### src/rtl/pag_pkg.sv
package pag_pkg;

   // Fixed field widths
   localparam int ADDR_W       = 48;
   localparam int SIZE_W       = 16;
   localparam int OFFSET_W     = 32;
   localparam int COUNT_W      = 32;
   localparam int PINDEX_W     = 4;
   localparam int CSR_DATA_W   = 48;

   // Register reset values
   localparam logic [ADDR_W-1:0] MAX_ADDRESS_RESET  = 48'd100000;
   localparam logic [SIZE_W-1:0] REQUEST_SIZE_RESET = 16'd8;

   // Input item kinds
   typedef enum logic [1:0] {
      KIND_LOAD     = 2'd0,
      KIND_START    = 2'd1,
      KIND_GENERATE = 2'd2,
      KIND_NONE     = 2'd3
   } kind_type;

   // Configuration register indexes
   typedef enum logic [1:0] {
      CSR_MAX_ADDRESS  = 2'd0,
      CSR_REQUEST_SIZE = 2'd1,
      CSR_IS_SCATTER   = 2'd2,
      CSR_ARRAY_GAP    = 2'd3
   } csr_index_type;

   typedef struct packed {
      kind_type                     kind;
      logic [PINDEX_W-1:0]          pattern_index;
      logic signed [OFFSET_W-1:0]   pattern_offset;
      logic [COUNT_W-1:0]           issue_count;
   } req_payload_type;

   typedef struct packed {
      logic [ADDR_W-1:0] address;
      logic [SIZE_W-1:0] size;
      logic              is_write;
      logic              last;
      logic              finished;
   } rsp_payload_type;

   // Controller to datapath commands
   typedef struct packed {
      logic table_write;
      logic start;
      logic idx_clear;
      logic idx_inc;
      logic wrap;
      logic update;
      logic gap;
   } pag_cmd_type;

   // Datapath to controller status
   typedef struct packed {
      logic count_zero;
      logic last;
   } pag_status_type;

endpackage

### src/rtl/pag_ctrl.sv
module pag_ctrl
   import pag_pkg::*;
(
   input  logic           clock,
   input  logic           reset,
   input  logic           req_valid,
   output logic           req_stall,
   input  kind_type       req_kind,
   output logic           rsp_valid,
   input  logic           rsp_stall,
   output pag_cmd_type    cmd,
   input  pag_status_type status
);

   typedef enum logic [2:0] {
      ST_IDLE,
      ST_FETCH,
      ST_UPDATE,
      ST_EMIT,
      ST_GAP
   } state_type;

   state_type state_ff;
   state_type state_in;
   logic      req_accept;

   assign req_stall  = (state_ff != ST_IDLE);
   assign rsp_valid  = (state_ff == ST_EMIT);
   assign req_accept = req_valid && !req_stall;

   // Next state and command decode
   always_comb begin
      state_in = state_ff;
      cmd      = '0;
      unique case (state_ff)
         ST_IDLE: begin
            if (req_accept) begin
               case (req_kind)
                  KIND_LOAD:  cmd.table_write = 1'b1;
                  KIND_START: cmd.start = 1'b1;
                  KIND_GENERATE: begin
                     cmd.idx_clear = 1'b1;
                     state_in      = ST_FETCH;
                  end
                  default: ;
               endcase
            end
         end
         ST_FETCH: begin
            // The table read is issued here; the wrap check runs alongside.
            if (status.count_zero) begin
               state_in = ST_GAP;
            end else begin
               cmd.wrap = 1'b1;
               state_in = ST_UPDATE;
            end
         end
         ST_UPDATE: begin
            cmd.update = 1'b1;
            state_in   = ST_EMIT;
         end
         ST_EMIT: begin
            if (!rsp_stall) begin
               if (status.last) begin
                  state_in = ST_GAP;
               end else begin
                  cmd.idx_inc = 1'b1;
                  state_in    = ST_FETCH;
               end
            end
         end
         ST_GAP: begin
            cmd.gap  = 1'b1;
            state_in = ST_IDLE;
         end
         default: state_in = ST_IDLE;
      endcase
   end

   // State register
   always_ff @(posedge clock) begin
      if (reset) begin
         state_ff <= ST_IDLE;
      end else begin
         state_ff <= state_in;
      end
   end

endmodule

### src/rtl/pag_datapath.sv
module pag_datapath
   import pag_pkg::*;
#(
   parameter int PATTERN_LEN = 16
) (
   input  logic                  clock,
   input  logic                  reset,
   input  req_payload_type       req_payload,
   output rsp_payload_type       rsp_payload,
   input  logic                  csr_we,
   input  csr_index_type         csr_index,
   input  logic [CSR_DATA_W-1:0] csr_data,
   input  pag_cmd_type           cmd,
   output pag_status_type        status
);

   localparam int IDX_W = (PATTERN_LEN > 1) ? $clog2(PATTERN_LEN) : 1;
   localparam logic [IDX_W-1:0] IDX_LAST = IDX_W'(PATTERN_LEN - 1);

   // Configuration registers
   logic [ADDR_W-1:0]          max_address_ff;
   logic [SIZE_W-1:0]          request_size_ff;
   logic                       is_scatter_ff;
   logic signed [OFFSET_W-1:0] array_gap_ff;

   // Walk state
   logic [ADDR_W-1:0]          address_ff;
   logic [ADDR_W-1:0]          address_in;
   logic [COUNT_W-1:0]         count_ff;
   logic [COUNT_W-1:0]         count_dec;
   logic [IDX_W-1:0]           idx_ff;
   logic [OFFSET_W-1:0]        rd_data_ff;
   rsp_payload_type            out_ff;

   // Offset table
   logic [OFFSET_W-1:0]        table_mem [PATTERN_LEN];
   logic [7:0]                 wr_idx_wide;
   logic [IDX_W-1:0]           wr_addr;
   logic                       wr_in_range;

   // Offset add with clamp at zero
   logic [ADDR_W:0]            offset_sum;
   logic                       offset_neg;
   logic [ADDR_W-1:0]          updated_address;

   assign wr_idx_wide = 8'(req_payload.pattern_index);
   assign wr_addr     = wr_idx_wide[IDX_W-1:0];
   assign wr_in_range = (32'(req_payload.pattern_index) < 32'(PATTERN_LEN));

   assign offset_neg = rd_data_ff[OFFSET_W-1];
   assign offset_sum = {1'b0, address_ff}
                     + {{(ADDR_W + 1 - OFFSET_W){offset_neg}}, rd_data_ff};
   // For a negative offset a set top bit means the magnitude exceeded the address.
   assign updated_address = (offset_neg && offset_sum[ADDR_W]) ? '0
                                                               : offset_sum[ADDR_W-1:0];
   assign count_dec = count_ff - 1'b1;

   // Running address next value
   always_comb begin
      address_in = address_ff;
      if (cmd.start) begin
         address_in = '0;
      end else if (cmd.wrap) begin
         if (address_ff >= max_address_ff) begin
            address_in = '0;
         end
      end else if (cmd.update) begin
         address_in = updated_address;
      end else if (cmd.gap) begin
         address_in = address_ff + {{(ADDR_W - OFFSET_W){array_gap_ff[OFFSET_W-1]}},
                                    array_gap_ff};
      end
   end

   // Configuration writes
   always_ff @(posedge clock) begin
      if (reset) begin
         max_address_ff  <= MAX_ADDRESS_RESET;
         request_size_ff <= REQUEST_SIZE_RESET;
         is_scatter_ff   <= 1'b0;
         array_gap_ff    <= '0;
      end else if (csr_we) begin
         unique case (csr_index)
            CSR_MAX_ADDRESS:  max_address_ff  <= csr_data[ADDR_W-1:0];
            CSR_REQUEST_SIZE: request_size_ff <= csr_data[SIZE_W-1:0];
            CSR_IS_SCATTER:   is_scatter_ff   <= csr_data[0];
            CSR_ARRAY_GAP:    array_gap_ff    <= csr_data[OFFSET_W-1:0];
            default: ;
         endcase
      end
   end

   // Address and remaining count
   always_ff @(posedge clock) begin
      if (reset) begin
         address_ff <= '0;
         count_ff   <= '0;
      end else begin
         address_ff <= address_in;
         if (cmd.start) begin
            count_ff <= req_payload.issue_count;
         end else if (cmd.update) begin
            count_ff <= count_dec;
         end
      end
   end

   // Table walk index
   always_ff @(posedge clock) begin
      if (reset) begin
         idx_ff <= '0;
      end else if (cmd.idx_clear) begin
         idx_ff <= '0;
      end else if (cmd.idx_inc) begin
         idx_ff <= idx_ff + 1'b1;
      end
   end

   // Offset table: one write port, one registered read port
   always_ff @(posedge clock) begin
      if (cmd.table_write && wr_in_range) begin
         table_mem[wr_addr] <= req_payload.pattern_offset;
      end
      rd_data_ff <= table_mem[idx_ff];
   end

   // Result register
   always_ff @(posedge clock) begin
      if (cmd.update) begin
         out_ff.address  <= updated_address;
         out_ff.size     <= request_size_ff;
         out_ff.is_write <= is_scatter_ff;
         out_ff.finished <= (count_dec == '0);
         out_ff.last     <= (count_dec == '0) || (idx_ff == IDX_LAST);
      end
   end

   assign rsp_payload       = out_ff;
   assign status.count_zero = (count_ff == '0);
   assign status.last       = out_ff.last;

endmodule

### src/rtl/pattern_address_generator.sv
// Load and start items produce no beat. A generate item is accepted, then each request
// of the pass takes a table read with wrap check, an offset add and a result beat, and a
// gap add ends the pass; a pass that starts with the count already at zero goes straight
// to the gap add. A stalled beat is held until the stall clears.
// Synchronous reset clears the running address and count and restores register defaults;
// the offset table is not cleared and holds no data until loaded.
module pattern_address_generator
   import pag_pkg::*;
#(
   parameter int PATTERN_LEN = 16
) (
   input  logic                  clock,
   input  logic                  reset,
   input  logic                  req_valid,
   output logic                  req_stall,
   input  req_payload_type       req_payload,
   output logic                  rsp_valid,
   input  logic                  rsp_stall,
   output rsp_payload_type       rsp_payload,
   input  logic                  csr_we,
   input  csr_index_type         csr_index,
   input  logic [CSR_DATA_W-1:0] csr_data
);

   pag_cmd_type    cmd;
   pag_status_type status;

   // Sequencer
   pag_ctrl u_ctrl (
      .clock     (clock),
      .reset     (reset),
      .req_valid (req_valid),
      .req_stall (req_stall),
      .req_kind  (req_payload.kind),
      .rsp_valid (rsp_valid),
      .rsp_stall (rsp_stall),
      .cmd       (cmd),
      .status    (status)
   );

   // Address datapath, offset table and registers
   pag_datapath #(
      .PATTERN_LEN (PATTERN_LEN)
   ) u_datapath (
      .clock       (clock),
      .reset       (reset),
      .req_payload (req_payload),
      .rsp_payload (rsp_payload),
      .csr_we      (csr_we),
      .csr_index   (csr_index),
      .csr_data    (csr_data),
      .cmd         (cmd),
      .status      (status)
   );

endmodule

### config.mk
export PLATFORM = sky130hd
export DESIGN_NAME = pattern_address_generator
export DESIGN_NICKNAME = d
export VERILOG_FILES = /design/src/rtl/pag_pkg.sv /design/src/rtl/pag_ctrl.sv /design/src/rtl/pag_datapath.sv /design/src/rtl/pattern_address_generator.sv
export SDC_FILE = /design/constraint.sdc
export NUM_CORES = 1
export LEC_CHECK = 0
export BUFFER_PORTS_ARGS = -buffer_cell sky130_fd_sc_hd__buf_2
export CAP_MARGIN = 0
export CORE_ASPECT_RATIO = 0.9
export CORE_MARGIN = 1.5
export CORE_UTILIZATION = 39
export DETAILED_ROUTE_END_ITERATION = 6
export HOLD_SLACK_MARGIN = 0.08
export SETUP_SLACK_MARGIN = 0.5
export SYNTH_ARGS = -nofsm -noshare
export SYNTH_HDL_FRONTEND = slang
export SYNTH_SLANG_ARGS = --single-unit
### constraint.sdc
create_clock -name clock -period 5.4 [get_ports clock]
set_clock_uncertainty 0.1 [all_clocks]
set_input_delay 0.54 -clock clock [delete_from_list [all_inputs] [get_ports clock]]
set_output_delay 0.54 -clock clock [all_outputs]
set_load 0.05 [all_outputs]
Yosys cells after proc, flatten, opt, wreduce, memory -nomap -nowiden
Memory sizes are Yosys's and may differ from the RTL's. A register that Yosys moved wholly into a read port is not among the register bits.
Cells that the tools add are included.
{ "word_totals": {"ff_bits": 251, "latch_bits": 0, "mem_bits_rw": 512, "romBits": 0, "elab_cells": 80, "in_bits": 125, "memories": 1} }
{ "mem_list": {"columns": ["memory", "words", "word_bits", "read_ports", "rd_ports_with_merged_regs", "write_ports", "line_no", "rtl"], "rows": [
  ["u_datapath.table_mem", 16, 32, 1, 1, 1, "pag_datapath.sv:36", "logic [OFFSET_W-1:0] table_mem [PATTERN_LEN];"]
]} }
{ "classes": {"n_reduce_logical": 20, "magnitude_cmp": 1, "n_addsub": 4, "bitwise_logic": 0, "n_div": 0, "n_mux": 27, "mul": 0, "n_eq_ne": 14, "shift": 0} }
{ "ops": {"columns": ["cell", "count"], "rows": [
  ["48-bit 2-to-1 mux", 5],
  ["32-bit zero test", 2],
  ["32-bit 2-to-1 mux", 2],
  ["48-bit by 49-bit adder with 49-bit output", 1],
  ["48-bit adder", 1],
  ["48-bit greater-or-equal comparator", 1],
  ["32-bit by 1-bit subtractor with 32-bit output, second input constant", 1],
  ["3-bit 2-to-1 mux", 7],
  ["1-bit 2-to-1 mux", 12],
  ["3-bit one-hot mux with 4 select lines", 1],
  ["2-bit AND reduction", 5],
  ["2-bit equality test, second input constant", 3],
  ["3-bit by 2-bit equality test with 1-bit output, second input constant", 2],
  ["3-bit nonzero test", 2],
  ["4-bit by 1-bit adder with 4-bit output, second input constant", 1],
  ["2-bit by 1-bit equality test with 1-bit output, second input constant", 2],
  ["4-bit equality test, second input constant", 1],
  ["2-bit zero test", 2],
  ["2-bit by 1-bit != test with 1-bit output, second input constant", 2],
  ["2-bit != test, second input constant", 2],
  ["2-bit OR reduction", 2],
  ["3-bit by 1-bit equality test with 1-bit output, second input constant", 1],
  ["3-bit equality test, second input constant", 1],
  ["3-bit zero test", 1],
  ["other kinds (5)", 6]
]} }

Depth between registers and ports, before layout
Gate-level depths: netlist of run 1.
{ "logic_depth": {"depth_word": 7, "ltp_mapped": 14, "ltp_nobuf": 12} }

Hierarchy
Synthesis of run 1 repeated with hierarchy kept, for this count alone.
{ "unflattened": {"hier_cells": 2762, "area_unflattened_um2": 36173.4} }
{ "modules_own_cells": {"columns": ["module", "seq_area_each_um2", "instances", "cells_per_inst", "area_each_um2"], "rows": [
  ["pag_datapath", 21650.8, 1, 2733, 35947.0],
  ["pag_ctrl", 60.1, 1, 29, 226.5]
]} }

Worst setup path before layout of run 1
No wires, ideal clock.
{ "synth_timing": {"path_kind": "flip-flop to flip-flop", "start": "reg u_ctrl.state_ff[2]", "end": "mem u_datapath.table_mem[0][0], enable pin", "setup_slack_ns": 0.805, "path_stages_with_launch": 7, "n_path_buf": 1, "setup_time_ns": 0.461, "t_arrival_ns": 4.034, "cell_sequence": "dfxtp_1 clkbuf_1 or3_1 nor2_1 nand2_1 or3_1 nor3_1"} }
{ "synth_via": {"elab_chain_cells": 7, "elab_cells_between_ends": 8, "cone_classes": "mux (4); reduce/logical (4)"} }
{ "synth_rtl": {"columns": ["item", "line_no", "rtl"], "rows": [
  ["from (decl)", "pag_ctrl.sv:23", "state_type state_ff;"],
  ["from (signal assigned)", "pag_ctrl.sv:85", "state_ff <= state_in;"],
  ["3-bit nonzero test", "pag_ctrl.sv:27", "assign req_stall = (state_ff != ST_IDLE);"],
  ["via req_stall", "pattern_address_generator.sv:15", "output logic req_stall,"],
  ["1-bit zero test", "pag_ctrl.sv:29", "assign req_accept = req_valid && !req_stall;"],
  ["1-bit logical AND", "pag_ctrl.sv:29", null],
  ["3-bit 2-to-1 mux", "pag_ctrl.sv:37", "if (req_accept) begin"],
  ["3-bit 2-to-1 mux", "pag_ctrl.sv:35", "unique case (state_ff)"],
  ["1-bit 2-to-1 mux", "pag_datapath.sv:121", "if (cmd.table_write && wr_in_range) begin"],
  ["1-bit 2-to-1 mux (not written as such)", "pag_datapath.sv:122", "table_mem[wr_addr] <= req_payload.pattern_offset;"],
  ["to (decl)", "pag_datapath.sv:36", null]
]} }
The timed path passes the listed nets, and every way through them passes these cells.

Final worst setup path of run 1
{ "layout_timing": {"start": "reg u_datapath.address_ff[29]", "end": "reg u_datapath.address_ff[7]"} }
{ "layout_via": {"elab_chain_cells": 5, "elab_cells_between_ends": 8, "cone_classes": "add/sub (1); order compare (1); eq/ne (1); mux (3); reduce/logical (2)"} }
{ "layout_rtl": {"columns": ["item", "line_no", "rtl"], "rows": [
  ["from (decl)", "pag_datapath.sv:27", "logic [ADDR_W-1:0] address_ff;"],
  ["from (signal assigned)", "pag_datapath.sv:99", "address_ff <= address_in;"],
  ["48-bit by 49-bit adder with 49-bit output", "pag_datapath.sv:52", "+ {{(ADDR_W + 1 - OFFSET_W){offset_neg}}, rd_data_ff};"],
  ["1-bit logical AND", "pag_datapath.sv:54", "assign updated_address = (offset_neg && offset_sum[ADDR_W]) ? '0"],
  ["48-bit 2-to-1 mux", "pag_datapath.sv:54", null],
  ["48-bit 2-to-1 mux", "pag_datapath.sv:67", "end else if (cmd.update) begin"],
  ["48-bit 2-to-1 mux", "pag_datapath.sv:63", "end else if (cmd.wrap) begin"]
]} }
Several ways; a longest one is shown, not always the timed one.
A chain may end at the register's enable or synchronous reset.

==> results of run 1 <==
power groups by stage:
stage                     Sequential, W  Clock [W]  Combinational [W]
after global routing            0.00716    0.00595            0.00406
final                           0.00713    0.00562            0.00373
after global placement          0.00726          0            0.00362
after floorplan                 0.00739          0            0.00230
after detailed placement        0.00726          0            0.00361
after CTS                       0.00713    0.00574            0.00367
kinds of logic after synthesis:
logic type / share of synthesized area [%]
fa+ha+maj: 5.09
buf+inv: 2.49
mux: 9.83
flops: 58.8
xor+xnor: 2.18
simple gates: 9.67
compound gates: 12.0
worst min-delay path, stage by stage:
cell,delay [ns]
sky130_fd_sc_hd__buf_2,0.09
sky130_fd_sc_hd__a222oi_1,0.08
sky130_fd_sc_hd__nor2_1,0.09
final cells by class:
class / count / area [µm²]
well taps: 1242 / 1550
diodes: 1 / 2.50
repair buffers: 311 / 2080
clock inverters: 37 / 422
inverters: 85 / 322
multi-input cells: 1903 / 14500
clock buffers: 112 / 2270
fillers: 8437 / 50500
flip-flops and latches: 795 / 21700
sequential cells by signal, indices dropped and copies added (netlist names):
register                    flops
u_datapath.address_ff          48
u_datapath.request_size_ff     16
u_datapath.array_gap_ff        32
u_datapath.max_address_ff      48
u_datapath.idx_ff               4
u_datapath.is_scatter_ff        1
u_datapath.table_mem          512
u_datapath.rd_data_ff          32
u_datapath.count_ff            32
u_datapath.rsp_payload         67
u_ctrl.state_ff                 3
path summary, 6_finish.rpt:
path,from,end,slack (ns),cells after the start
setup / recovery,u_datapath.address_ff[29]$_SDFFE_PP0P_,u_datapath.address_ff[7]$_SDFFE_PP0P_,1.29,11
hold / removal,req_payload[7],u_datapath.count_ff[7]$_SDFFE_PP0P_,0.11,3
setup reg to reg,u_datapath.address_ff[29]$_SDFFE_PP0P_,u_datapath.address_ff[7]$_SDFFE_PP0P_,1.29,11
hold reg to reg,u_datapath.request_size_ff[8]$_SDFFE_PP0P_,u_datapath.rsp_payload[11]$_DFFE_PP_,0.33,0
layout by cell type (no fill, tap or decap), types with 19 or more instances in the layout:
cell type and count:
sky130_fd_sc_hd__mux4_2 160, sky130_fd_sc_hd__xor2_1 44, sky130_fd_sc_hd__xnor2_1 48, sky130_fd_sc_hd__inv_1 84
sky130_fd_sc_hd__a31oi_1 30, sky130_fd_sc_hd__nor2_1 177, sky130_fd_sc_hd__o21ai_0 149, sky130_fd_sc_hd__nand3_1 39
sky130_fd_sc_hd__buf_4 40, sky130_fd_sc_hd__buf_2 192, sky130_fd_sc_hd__o21a_1 27, sky130_fd_sc_hd__nand2b_1 19
sky130_fd_sc_hd__a21o_1 44, sky130_fd_sc_hd__clkbuf_1 23, sky130_fd_sc_hd__edfxtp_1 579, sky130_fd_sc_hd__nand2_1 320
sky130_fd_sc_hd__dlygate4sd3_1 76, sky130_fd_sc_hd__ha_1 147, sky130_fd_sc_hd__a21oi_1 283, sky130_fd_sc_hd__and2_1 26
sky130_fd_sc_hd__clkbuf_16 85, sky130_fd_sc_hd__nand4_1 34, sky130_fd_sc_hd__dfxtp_1 212, sky130_fd_sc_hd__nor3_1 61
routing by layer:
metal / wire (µm) / vias to the layer above
met3: 7240 / 162
met4: 2580 / 12
met5: 76 / -
met1: 45500 / 12300
met2: 46300 / 832
li1: - / 11700
Yosys cell counts (4+ instances only):
| cell | instances | area, µm² |
|---|---|---|
| sky130_fd_sc_hd__nor3_1 | 65 | 325 |
| sky130_fd_sc_hd__o311ai_0 | 4 | 35.0 |
| sky130_fd_sc_hd__buf_2 | 9 | 45.0 |
| sky130_fd_sc_hd__nand2b_1 | 19 | 119 |
| sky130_fd_sc_hd__inv_1 | 85 | 319 |
| sky130_fd_sc_hd__o211ai_1 | 16 | 120 |
| sky130_fd_sc_hd__buf_1 | 17 | 63.8 |
| sky130_fd_sc_hd__nand2_1 | 320 | 1200 |
| sky130_fd_sc_hd__or3_1 | 8 | 50.1 |
| sky130_fd_sc_hd__nor2b_1 | 11 | 68.8 |
| sky130_fd_sc_hd__nand4_1 | 34 | 213 |
| sky130_fd_sc_hd__a22oi_1 | 17 | 128 |
| sky130_fd_sc_hd__xnor2_1 | 48 | 420 |
| sky130_fd_sc_hd__clkbuf_1 | 121 | 454 |
| sky130_fd_sc_hd__mux4_2 | 160 | 3600 |
| sky130_fd_sc_hd__o21ai_0 | 149 | 746 |
| sky130_fd_sc_hd__or2_2 | 5 | 31.3 |
| sky130_fd_sc_hd__o21a_1 | 27 | 203 |
| sky130_fd_sc_hd__or4_1 | 6 | 45.0 |
| sky130_fd_sc_hd__dfxtp_1 | 216 | 4320 |
| sky130_fd_sc_hd__xor2_1 | 44 | 385 |
| sky130_fd_sc_hd__o31a_1 | 6 | 52.6 |
| sky130_fd_sc_hd__nor3b_1 | 10 | 75.1 |
| sky130_fd_sc_hd__a21o_1 | 44 | 330 |
| sky130_fd_sc_hd__a21oi_1 | 283 | 1420 |
| sky130_fd_sc_hd__and2_1 | 26 | 163 |
| sky130_fd_sc_hd__a222oi_1 | 7 | 70.1 |
| sky130_fd_sc_hd__a211o_1 | 10 | 87.6 |
| sky130_fd_sc_hd__o31ai_1 | 11 | 82.6 |
| sky130_fd_sc_hd__and3_1 | 14 | 87.6 |
| sky130_fd_sc_hd__o32a_1 | 12 | 120 |
| sky130_fd_sc_hd__o21bai_1 | 12 | 90.1 |
| sky130_fd_sc_hd__nor4_1 | 16 | 100 |
| sky130_fd_sc_hd__nor2_1 | 191 | 717 |
| sky130_fd_sc_hd__ha_1 | 147 | 1840 |
| sky130_fd_sc_hd__a32oi_1 | 4 | 35.0 |
| sky130_fd_sc_hd__o22ai_1 | 6 | 37.5 |
| sky130_fd_sc_hd__a21boi_0 | 10 | 75.1 |
| sky130_fd_sc_hd__edfxtp_1 | 579 | 17400 |
| sky130_fd_sc_hd__nand3_1 | 39 | 195 |
| sky130_fd_sc_hd__a211oi_1 | 17 | 128 |
| sky130_fd_sc_hd__a31oi_1 | 30 | 188 |
| sky130_fd_sc_hd__a221oi_1 | 14 | 123 |
| sky130_fd_sc_hd__nand3b_1 | 4 | 30.0 |
per-stage QoR:
step                cells  setup WS (ns)  utilization [%]  hold WS [ns]
floorplan            2934          0.805                -         0.308
global placement     4260           1.44             42.2         0.310
detailed placement   4260           1.45             42.2         0.315
CTS                  4485           1.45             45.9        0.0851
global route         4486           1.13             45.9         0.102
finish               4486           1.29             45.9         0.110
==> results.txt, run 1 <==
The die span in y came out at a little under 300 µm. The placeable core area came out at approximately 93,000 µm². The CTS tree is built. Counting the buffers created by CTS gives 83. The setup TNS came out at 0 ns. The detailed router placed about 25,000 vias in this run. The number of antenna violations at the first check in global routing came to 18.

Measured along the x axis, the die boundary spans ~330 µm. In this run the tool buffered the top-level ports with between 150 and 200 buffer cells. The count of instances resized after the clock tree is built is 0. STA classifies the critical path startpoint as a register. The pin count of the biggest net entering global routing is between 90 and 100.

The count of flip-flops with a built-in enable after synthesis came out at roughly 580. The total power after layout came out at around 0.016 W. The number of max-slew violations in the final report is 0. CTS placed an instance of sky130_fd_sc_hd__clkbuf_16 at the clock tree root. Along the worst path, the maximum fanout reaches between 90 and 100.

The switching power came out at approximately 0.0053 W. The number of global-route vias before repair came to approximately 24,000. The level count of the clock H-tree came out at 3. The global-route track usage on met3 is ~4.4%. In this run the deepest clock path goes through 3 buffers. The arrival time at the worst endpoint is ~4.5 ns. Timing would allow up to 0.243 GHz. The final routed wirelength across all metal layers came out at about 100,000 µm. The number of placement rows is approximately 110. The run finished with clean final reports. The largest individual stage delay along the critical path comes from the cell sky130_fd_sc_hd__a2111oi_0. The critical path goes through ha_1, nand4_1, nor2_1, o211ai_1, a2111oi_0, a31oi_1, a21oi_4, buf_4, nand2b_1, a21boi_0, a221oi_1. The class of the worst hold path is primary input to register. The delay of the slowest cell on the worst path is between 0.7 and 0.8 ns. For this run, global-route usage on met2 was measured as between 30% and 40%.

The synthesized area divided by synthesized cell count came out at 12.6 µm². The post-detailed-placement cell area is slightly below 40,000 µm². Setup violations remaining at the end of the flow were counted as 0. The routed length per placed instance came out at roughly 23 µm. The layout cell share with drive strength beyond 1 came out at approximately 17%.

The buffer and inverter count on the worst path is 1. The count of nets left with antenna violations once routing finished came out at 0. The critical path in this run is classified as register to register.

The internal power component came out at roughly 0.011 W. The CTS sink count came out at between 700 and 800. The met1 demand-to-capacity share in global routing came out at between 20% and 30%. STA classifies the critical path endpoint as a register.

Buffers inserted to repair hold after CTS numbered 76. Of all flip-flops after synthesis, the portion carrying an async set or reset was 0%. After layout, the minimum clock period comes to slightly above 4 ns. Of the total power, registers draw 43.3%. The first global-routing pass estimated ~150,000 µm of wire.

The clock share of power is approximately a third. Setup repair after global routing left no endpoint under its margin. The initial cell density of the core is between 30% and 40%. The standby leakage power is around 15 nW. The hold violation total from the final report came out at 0. The worst voltage drop across the vdd grid came out at 0.262 mV. The remaining global-route overflow came out at 0. The synthesized netlist net count came out at approximately 3,200. The netlist uses a little over 80 different library cells.

During synthesis, Yosys emitted a total of 0 warnings. The post-synthesis cell count came out at a little under 3,000. The count of nets after finishing came out at between 3,000 and 4,000.

The relative max-transition margin came out at approximately 25%. The post-route fraction of the period consumed by the critical path came out at about three quarters. The total power per unit cell area came out at 385 nW/µm².

The area growth from synthesis to layout came out at 15.9%. The HPWL after detailed placement is between 60,000 and 70,000 µm. The number of setup buffers added after CTS is 0.

The length of the first detailed-routing pass in iterations is 6. The number of primary I/O pins came out at 194. Max-cap violations in this run came to 0. The number of DRC markers in iteration 0 came out at 2,591. Dividing the detail-routed via count by the number of cells gives roughly 5.6.

The synthesized design contains 795 register bits. At the later pin of the worst-skew pair, clock insertion delay measures 0.66 ns. The layer flagged by global routing as most heavily used is met2. Grouping stages by cell kind, the critical path spends the most delay in compound AO/OA/AOI/OAI gates. The most used flip-flop cell after synthesis is sky130_fd_sc_hd__edfxtp_1.

The overall track demand over capacity in global routing came out at between 20% and 30%. Summing the sequential cell areas from Yosys gives between 50% and 60% of the chip area. The clock-pin transition on the worst setup and hold timing paths came out at approximately 0.06 ns.

The combined area of all synthesized cells came out at 36,900 µm². The overall die area is slightly below 100,000 µm². The placer congestion estimate is 0.945. The count of unresolved DRC violations after routing came out at 0.

Once layout is done, the placed cells without fillers occupy around 43,000 µm². The endpoint required time on the critical path came out at ~5.8 ns. The fraction of power spent switching nets came out at 31.9%. The measured slew at the worst slew-check pin is ~1.1 ns. The relative contribution of combinational cells to total power came out at 22.6%.
No activity file was read; power rests on OpenSTA's default activity.
==> run 2: changes to the inputs <==
==> constraint.sdc (replaced) <==
create_clock -name clock -period 4.1 [get_ports clock]
set_clock_uncertainty 0.1 [all_clocks]
set_input_delay 0.41 -clock clock [delete_from_list [all_inputs] [get_ports clock]]
set_output_delay 0.41 -clock clock [all_outputs]
set_load 0.05 [all_outputs]
==> run 2 against run 1 <==
  * First-iteration DRC count decreased by 13%
  * Maximum frequency increased by 18%
  * Non-clock buffer count increased by 65
  * Final cell count increased by 1.6%
  * Global-route usage increased by 0.36 points
  * Register-to-register slack got worse by 0.67 ns
  * Sequential share of layout area decreased by 1.1 points
  * Worst hold slack improved by 0.029 ns
  * Critical path depth increased by 1
  * Utilization increased by 1.0 points
  * Largest power group unchanged
  * Highest routed layer unchanged
==> results.txt, run 2 (synthesized netlist as in run 1, its figures left out) <==
The floorplan die width is approximately 330 µm. The first TritonRoute pass finished after 5 iterations. The clock period minus final worst setup slack is approximately 3.5 ns. The met1 demand-to-capacity share in global routing is around 31%. The HPWL after detailed placement came out at between 60,000 and 70,000 µm.

The first-pass GRT wire length came out at about 150,000 µm. The die covers ~97,000 µm². The arrival time at the worst endpoint is 3.96 ns. The number of global-route vias before repair came out at between 20,000 and 25,000.

The critical path in this run is classified as register to register. The via count normalized by instance count is between 5 and 6. The count of unresolved DRC violations after routing came out at 0.

The routed length per placed instance is 22.5 µm. The total power per unit cell area is 508 nW/µm². Setup repair after global routing left no endpoint under its margin. The setup TNS came out at 0 ns. The measured slew at the worst slew-check pin came out at around 1.2 ns.

STA classifies the critical path endpoint as a register. For this design, the slowest cell found on the critical path is sky130_fd_sc_hd__dfxtp_1. The number of setup violations in the final report came out at 0.

The hold violation total from the final report was 0. The level count of the clock H-tree is 3. The layout cell share with drive strength beyond 1 came out at between 10% and 20%. For met2 alone, demand over resource in global routing was between 30 and 40%. The signal on the critical path passes through ha_2, fa_2, a211oi_1, o21a_2, a211o_1, a31oi_4, o211ai_2, and4_2, or2_2, buf_12, o32a_1, a31oi_1. The maximum fanout count along the critical path is 45.

The largest buffer count on any clock path is 3. The worst hold path belongs to the class primary input to register. TritonCTS built the clock tree. In this run the clock root is driven by a sky130_fd_sc_hd__clkbuf_16.

Measured against its own limit, the worst slew margin works out to between 20% and 30%. In this run the static leakage power is 15.4 nW. The die span in y is 295 µm.

The flip-flop count of the largest register after layout is 512. The clock reaches the later pin of the worst-skew pair after approximately 0.67 ns. The initial cell density of the core came out at between 30% and 40%. The number of max-slew violations in the final report is 0. The number of primary I/O pins is between 150 and 200.

The CTS sink count came out at 795. In this run the most used layer during global routing was met2. The count of nets left with antenna violations after detail routing is 0.

The count of nets after finishing is 3,518. Global routing used a little over a fifth of the available tracks across all layers. For met3 alone, demand over resource in global routing was approximately 4.0%. The endpoint required time on the critical path came out at between 4 and 5 ns. After global routing the overflow that remains totals 0. The number of placement rows came out at 106. The setup check on the worst reg-to-reg path leaves a slack of between 0.6 and 0.7 ns. The number of DRC markers in iteration 0 came out at about 2,300. From synthesis to final layout, the design area changed by 18.5%. The run finished with clean final reports. STA classifies the critical path startpoint as a register. The placer congestion estimate is roughly 0.9. The library cell used most frequently in the layout, excluding fill and tap cells, is sky130_fd_sc_hd__edfxtp_1. The delay of the slowest cell on the worst path came out at approximately 0.39 ns.

Ranked by flip-flop count, first place goes to u_datapath.table_mem. The count of buffers added on input and output ports is 193. The number of buffers created by CTS is 83. The pin count of the biggest net entering global routing is 78. For this block, the via count after detailed routing is about 25,000. The library cells used most frequently in the layout, excluding fill and tap cells, are 579 x sky130_fd_sc_hd__edfxtp_1, 320 x sky130_fd_sc_hd__nand2_1, 281 x sky130_fd_sc_hd__a21oi_1.

The placeable core area is 93,400 µm². The clock-pin transition on the worst setup and hold timing paths came out at roughly 0.060 ns. Derived from the worst setup path, the maximum achievable clock frequency is 0.287 GHz. The number of antenna violations at the first check in global routing came out at 17. The tool flagged a number of max-cap violations equal to 0.

The final routed wirelength across all metal layers came out at ~100,000 µm. Dividing the final minimum period by the clock period gives a little over four fifths. The worst hold slack is around 0.14 ns.

The worst voltage drop across the vdd grid is around 0.37 mV.
==> run 2: changes by cell type in the layout (fill, tap and decap cells not counted), sizes merged, moves of 4 or more <==
| cell | before | now |
|---|---|---|
| bufinv | 4 | 9 |
| dlygate4sd3 | 76 | 116 |
| buf | 235 | 260 |
| clkinvlp | 6 | 2 |
| clkinv | 24 | 35 |
| clkbuf | 112 | 104 |
==> run 2: stage by stage <==
stage | utilization [%] | area [µm²] | total power [W] | std cells | setup WS [ns]
final | 46.9 | 43800 | 0.0222 | 4557 | 0.621
after global routing | 46.9 | 43800 | 0.0232 | 4556 | 0.500
after CTS | 46.8 | 43700 | 0.0223 | 4553 | 0.522
after detailed placement | 42.5 | 39700 | 0.0144 | 4283 | 0.352
after global placement | 42.5 | 39700 | 0.0144 | 4283 | 0.437
after floorplan | - | 37000 | 0.0127 | 2934 | 0.336
==> run 2: area by class of cell <==
class | instances | area (µm²)
Inverter | 85 | 322
Clock buffer | 104 | 2220
Timing Repair Buffer | 376 | 2820
Fill cell | 8350 | 49600
Tap cell | 1242 | 1550
Sequential cell | 795 | 21700
Antenna cell | 2 | 5.00
Multi-Input combinational cell | 1903 | 14500
Clock inverter | 50 | 627
==> run 2: final timing paths <==
kind | start | to | cells after the start
worst min register to register | u_datapath.request_size_ff[14]$_SDFFE_PP0P_ | u_datapath.rsp_payload[17]$_DFFE_PP_ | 0
worst min-delay path | req_payload[69] | u_ctrl.state_ff[0]$_SDFFE_PP0P_ | 5
worst max-delay path | u_datapath.address_ff[0]$_SDFFE_PP0P_ | u_datapath.address_ff[42]$_SDFFE_PP0P_ | 12
worst max register to register | u_datapath.address_ff[0]$_SDFFE_PP0P_ | u_datapath.address_ff[42]$_SDFFE_PP0P_ | 12
==> run 2: repair_timing <==
item                                    4_1_cts  5_1_grt
resized for setup                             1       18
pin swaps                                     0        4
hold endpoints to repair                    645        0
hold buffers                                116        0
endpoints found under the setup margin       11       88
buffers inserted                              0        2
==> run 2: report_power, final <==
group	switching, W	internal, W
clock	0.00330	0.00447
sequential	0.000344	0.00901
combinational	0.00341	0.00171
total	0.00706	0.0152
==> run 2: worst max-delay path, delay by kind of cell, from the launching register on <==
kind	cells	cell delay [ns]
AOI/OAI and AO/OA	7	1.61
and+or+nand+nor	2	0.59
adders and majority gates	2	0.46
DFF	1	0.39
buffers and inverters	1	0.20
==> run 2: layer usage <==
metal	routed length (µm)	up-vias
met5	100	-
met4	2590	18
met3	6310	152
met2	45800	735
met1	47800	12700
li1	-	11900
==> run 3: changes to the inputs <==
==> constraint.sdc (replaced) <==
create_clock -name clock -period 3.1 [get_ports clock]
set_clock_uncertainty 0.1 [all_clocks]
set_input_delay 0.31 -clock clock [delete_from_list [all_inputs] [get_ports clock]]
set_output_delay 0.31 -clock clock [all_outputs]
set_load 0.05 [all_outputs]
==> run 3 against run 2 <==
  * Sequential share of layout area fell by 4.7 points
  * Setup slack got worse by 0.61 ns
  * Register-to-register slack got worse by 0.61 ns
  * Non-clock buffer count up 306
  * Sequential power increased by 32%
  * Worst hold slack lost 0.0095 ns
  * Critical path depth unchanged
  * Routed wire length up 8.6%
  * Design area grew 11%
  * Final cell count up 6.6%
  * Count of clock-buffer cells in the layout down 1
  * Critical path type unchanged
  * Largest power group unchanged
  * Highest routed layer unchanged
==> results.txt, run 3 (synthesized netlist as in run 1, its figures left out) <==
The standby leakage power came out at 17.5 nW. The startpoint kind of the worst setup timing path is a register. The source of the critical timing path is u_datapath.address_ff[0]$_SDFFE_PP0P_. The most common cell type on the critical path is sky130_fd_sc_hd__clkbuf_16. On the worst path, the slowest cell contributes a delay of between 0.3 and 0.4 ns. After layout, the minimum clock period comes to roughly 3.1 ns. The maximum operating frequency came out at 0.324 GHz.

The initial cell density of the core is 39.6%. The placer congestion estimate came out at 0.946. The run finished with clean final reports. Setup repair after global routing could not meet its margin everywhere. In this run the tightest slew margin relative to its limit is around a third. The worst setup path is captured at a register. At the worst endpoint, the required time is approximately 3.4 ns. The setup TNS came out at 0 ns. The pin count of the biggest net entering global routing is just over 60. The signal on the critical path passes through ha_4, fa_2, a211oi_2, o21a_1, a211o_1, a31oi_4, o211ai_2, and4_4, or2_4, clkbuf_16, clkbuf_16, nor2_1. For the pin with the worst max-slew slack, the measured transition is between 1 and 1.5 ns. The startpoint of the most critical register-to-register path is u_datapath.address_ff[0]$_SDFFE_PP0P_.

The area of the multi-input gates came out at between 15,000 and 20,000 µm². The count of nets after finishing is approximately 3,800. The area growth from synthesis to layout is 31.4%. In the final layout, flip-flops and latches occupy about 22,000 µm². The fraction of power spent switching nets came out at 31.9%. The design draws around 0.033 W. The number of antenna violations at the first check in global routing came out at 4. The worst hold slack came out at approximately 0.13 ns. The count of buffers from port buffering came out at 193. The relative contribution of combinational cells to total power is a little under a third. The via count normalized by instance count came out at ~5.6. The H-tree generated during clock tree synthesis spans 3 levels.

The commonest non-fill, non-tap cell in the layout is sky130_fd_sc_hd__edfxtp_1. The later pin in the worst-skew pair is clocked with a latency of approximately 0.66 ns. The maximum fanout count along the critical path came out at 8.

The number of placement rows came out at approximately 110. The total power per unit cell area is 674 nW/µm². In the layout the commonest cells are 579 x sky130_fd_sc_hd__edfxtp_1, 313 x sky130_fd_sc_hd__nand2_1, 293 x sky130_fd_sc_hd__buf_4. The switching power came out at 0.0104 W. The post-route fraction of the period consumed by the critical path came out at around 100%. The internal portion of the total power is 0.0223 W. On the critical path, the stage with the largest delay is an instance of sky130_fd_sc_hd__dfxtp_4. The number of max-slew violations in the final report is 0. The floorplan die width is between 300 and 400 µm. Max-cap violations in this run came to 0. The total overflow left after global routing is 0. The register with the most flip-flops in the layout has approximately 500 of them. The class of the worst hold path is primary input to register. The worst setup path is of the register to register kind. The worst-case register-to-register setup slack came out at roughly 0.011 ns.

Counting every sink on the clock net gives 795. Buffers inserted during clock tree synthesis total 82. The final core utilization is 52.0%.

The number of DRC markers in iteration 0 came out at ~2,600. The worst register-to-register path has a depth of 12. The clock share of power is ~32%.

The number of primary I/O pins came out at about 190. The arrival time at the worst endpoint came out at 3.39 ns. The relative contribution of sequential cells to total power came out at between 30% and 40%. The largest buffer count on any clock path is 3. The first-pass GRT wire length came out at 164,000 µm.

The number of setup violations in the final report is 0. The overall die area is 96,600 µm². After clock tree synthesis, the clock-pin slew on the worst setup and hold paths is 0.06 ns. The count of nets left with antenna violations once routing finished came out at 0. The pre-antenna-repair detailed-routing pass consisted of 6 iterations. The number of global-route vias before repair came to ~26,000. After detailed routing, the average wire length per cell comes to about 23 µm. The layout filler cell count is between 7,000 and 8,000.

The root buffer cell chosen for the clock tree is sky130_fd_sc_hd__clkbuf_16. The timing endpoint of the critical path is u_datapath.rsp_payload[63]$_DFFE_PP_. The detailed router placed 27,100 vias in this run. The HPWL after detailed placement came out at between 70,000 and 80,000 µm. The placeable core area is 93,400 µm². The die span in y is 295 µm. The top register by number of flip-flops is u_datapath.table_mem. The overall track demand over capacity in global routing came out at 22.5%.

The worst register-to-register path ends at u_datapath.rsp_payload[63]$_DFFE_PP_. The hold violation total from the final report came out at 0. In the final layout, the share of cells above drive strength 1 is between 30% and 40%. The worst voltage drop across the vdd grid is between 0.4 and 0.5 mV. The routed design has around 110,000 µm of wire. TritonCTS built the clock tree. The count of unresolved DRC violations after routing is 0.
## run 3: what timing repair did
action / CTS / global route
pin swaps: 119 / 87
setup endpoints to repair: 140 / 117
hold endpoints to repair: 649 / 0
cloned: 11 / 3
hold buffers: 119 / 0
setup buffers: 50 / 18
gates resized for setup: 270 / 180
## run 3: power by group through the flow
| stage | sequential, W | clock, W | combinational [W] |
|---|---|---|---|
| 2_1_floorplan | 0.0129 | 0 | 0.00404 |
| 3_3_place_gp | 0.0126 | 0 | 0.00755 |
| 6_report | 0.0124 | 0.0105 | 0.00981 |
| 5_1_grt | 0.0124 | 0.0111 | 0.0104 |
| 3_5_place_dp | 0.0126 | 0 | 0.00754 |
| 4_1_cts | 0.0124 | 0.0107 | 0.00902 |
## run 3: critical path: cells and delay by family, from the launching register on
kind	cells	cell delay, ns
flip-flops	1	0.37
AND/OR/NAND/NOR	3	0.55
adder cells (fa/ha/maj)	2	0.51
AO/OA/AOI/OAI	5	0.93
buffers and inverters	2	0.37
## run 3: final cells by class
type,instances,share of cell area (%)
diodes,1,0.00516
repair buffers,682,12.0
flip-flops and latches,795,44.9
well taps,1242,3.20
multi-input cells,1903,33.3
clock inverters,48,1.43
inverters,85,0.668
clock buffers,103,4.49
## run 3: worst min path at each step
| stage | to | slack, ns | cells past startpoint | from |
|---|---|---|---|---|
| detailed placement | u_datapath.rsp_payload[10]$_DFFE_PP_ | 0.31 | 0 | u_datapath.request_size_ff[7]$_SDFFE_PP0P_ |
| finish | u_ctrl.state_ff[0]$_SDFFE_PP0P_ | 0.13 | 5 | req_payload[69] |
| global placement | u_datapath.rsp_payload[14]$_DFFE_PP_ | 0.31 | 0 | u_datapath.request_size_ff[11]$_SDFFE_PP0P_ |
| CTS | u_ctrl.state_ff[0]$_SDFFE_PP0P_ | 0.09 | 5 | req_payload[69] |
| global route | u_datapath.idx_ff[2]$_SDFFE_PP0P_ | 0.13 | 4 | req_payload[69] |
| floorplan | u_datapath.rsp_payload[2]$_DFFE_PP_ | 0.31 | 0 | u_datapath.is_scatter_ff$_SDFFE_PP0P_ |
## run 3: per-layer routing
layer,up-vias,part of all wire (%),track usage (%)
met5,-,0.012,0
met4,2,1.9,5.31
met3,137,6.6,3.26
met2,991,47,36.4
met1,13500,44,32.2
li1,12400,-,-
## run 3: metrics by stage
stage	area, µm²	worst slack, ns	std cells
after floorplan	37200	0.130	2934
after global placement	41700	-0.0919	4506
after detailed placement	41700	-0.192	4506
after CTS	47500	0.117	4837
after global routing	48500	-0.0799	4859
final	48500	0.0112	4859
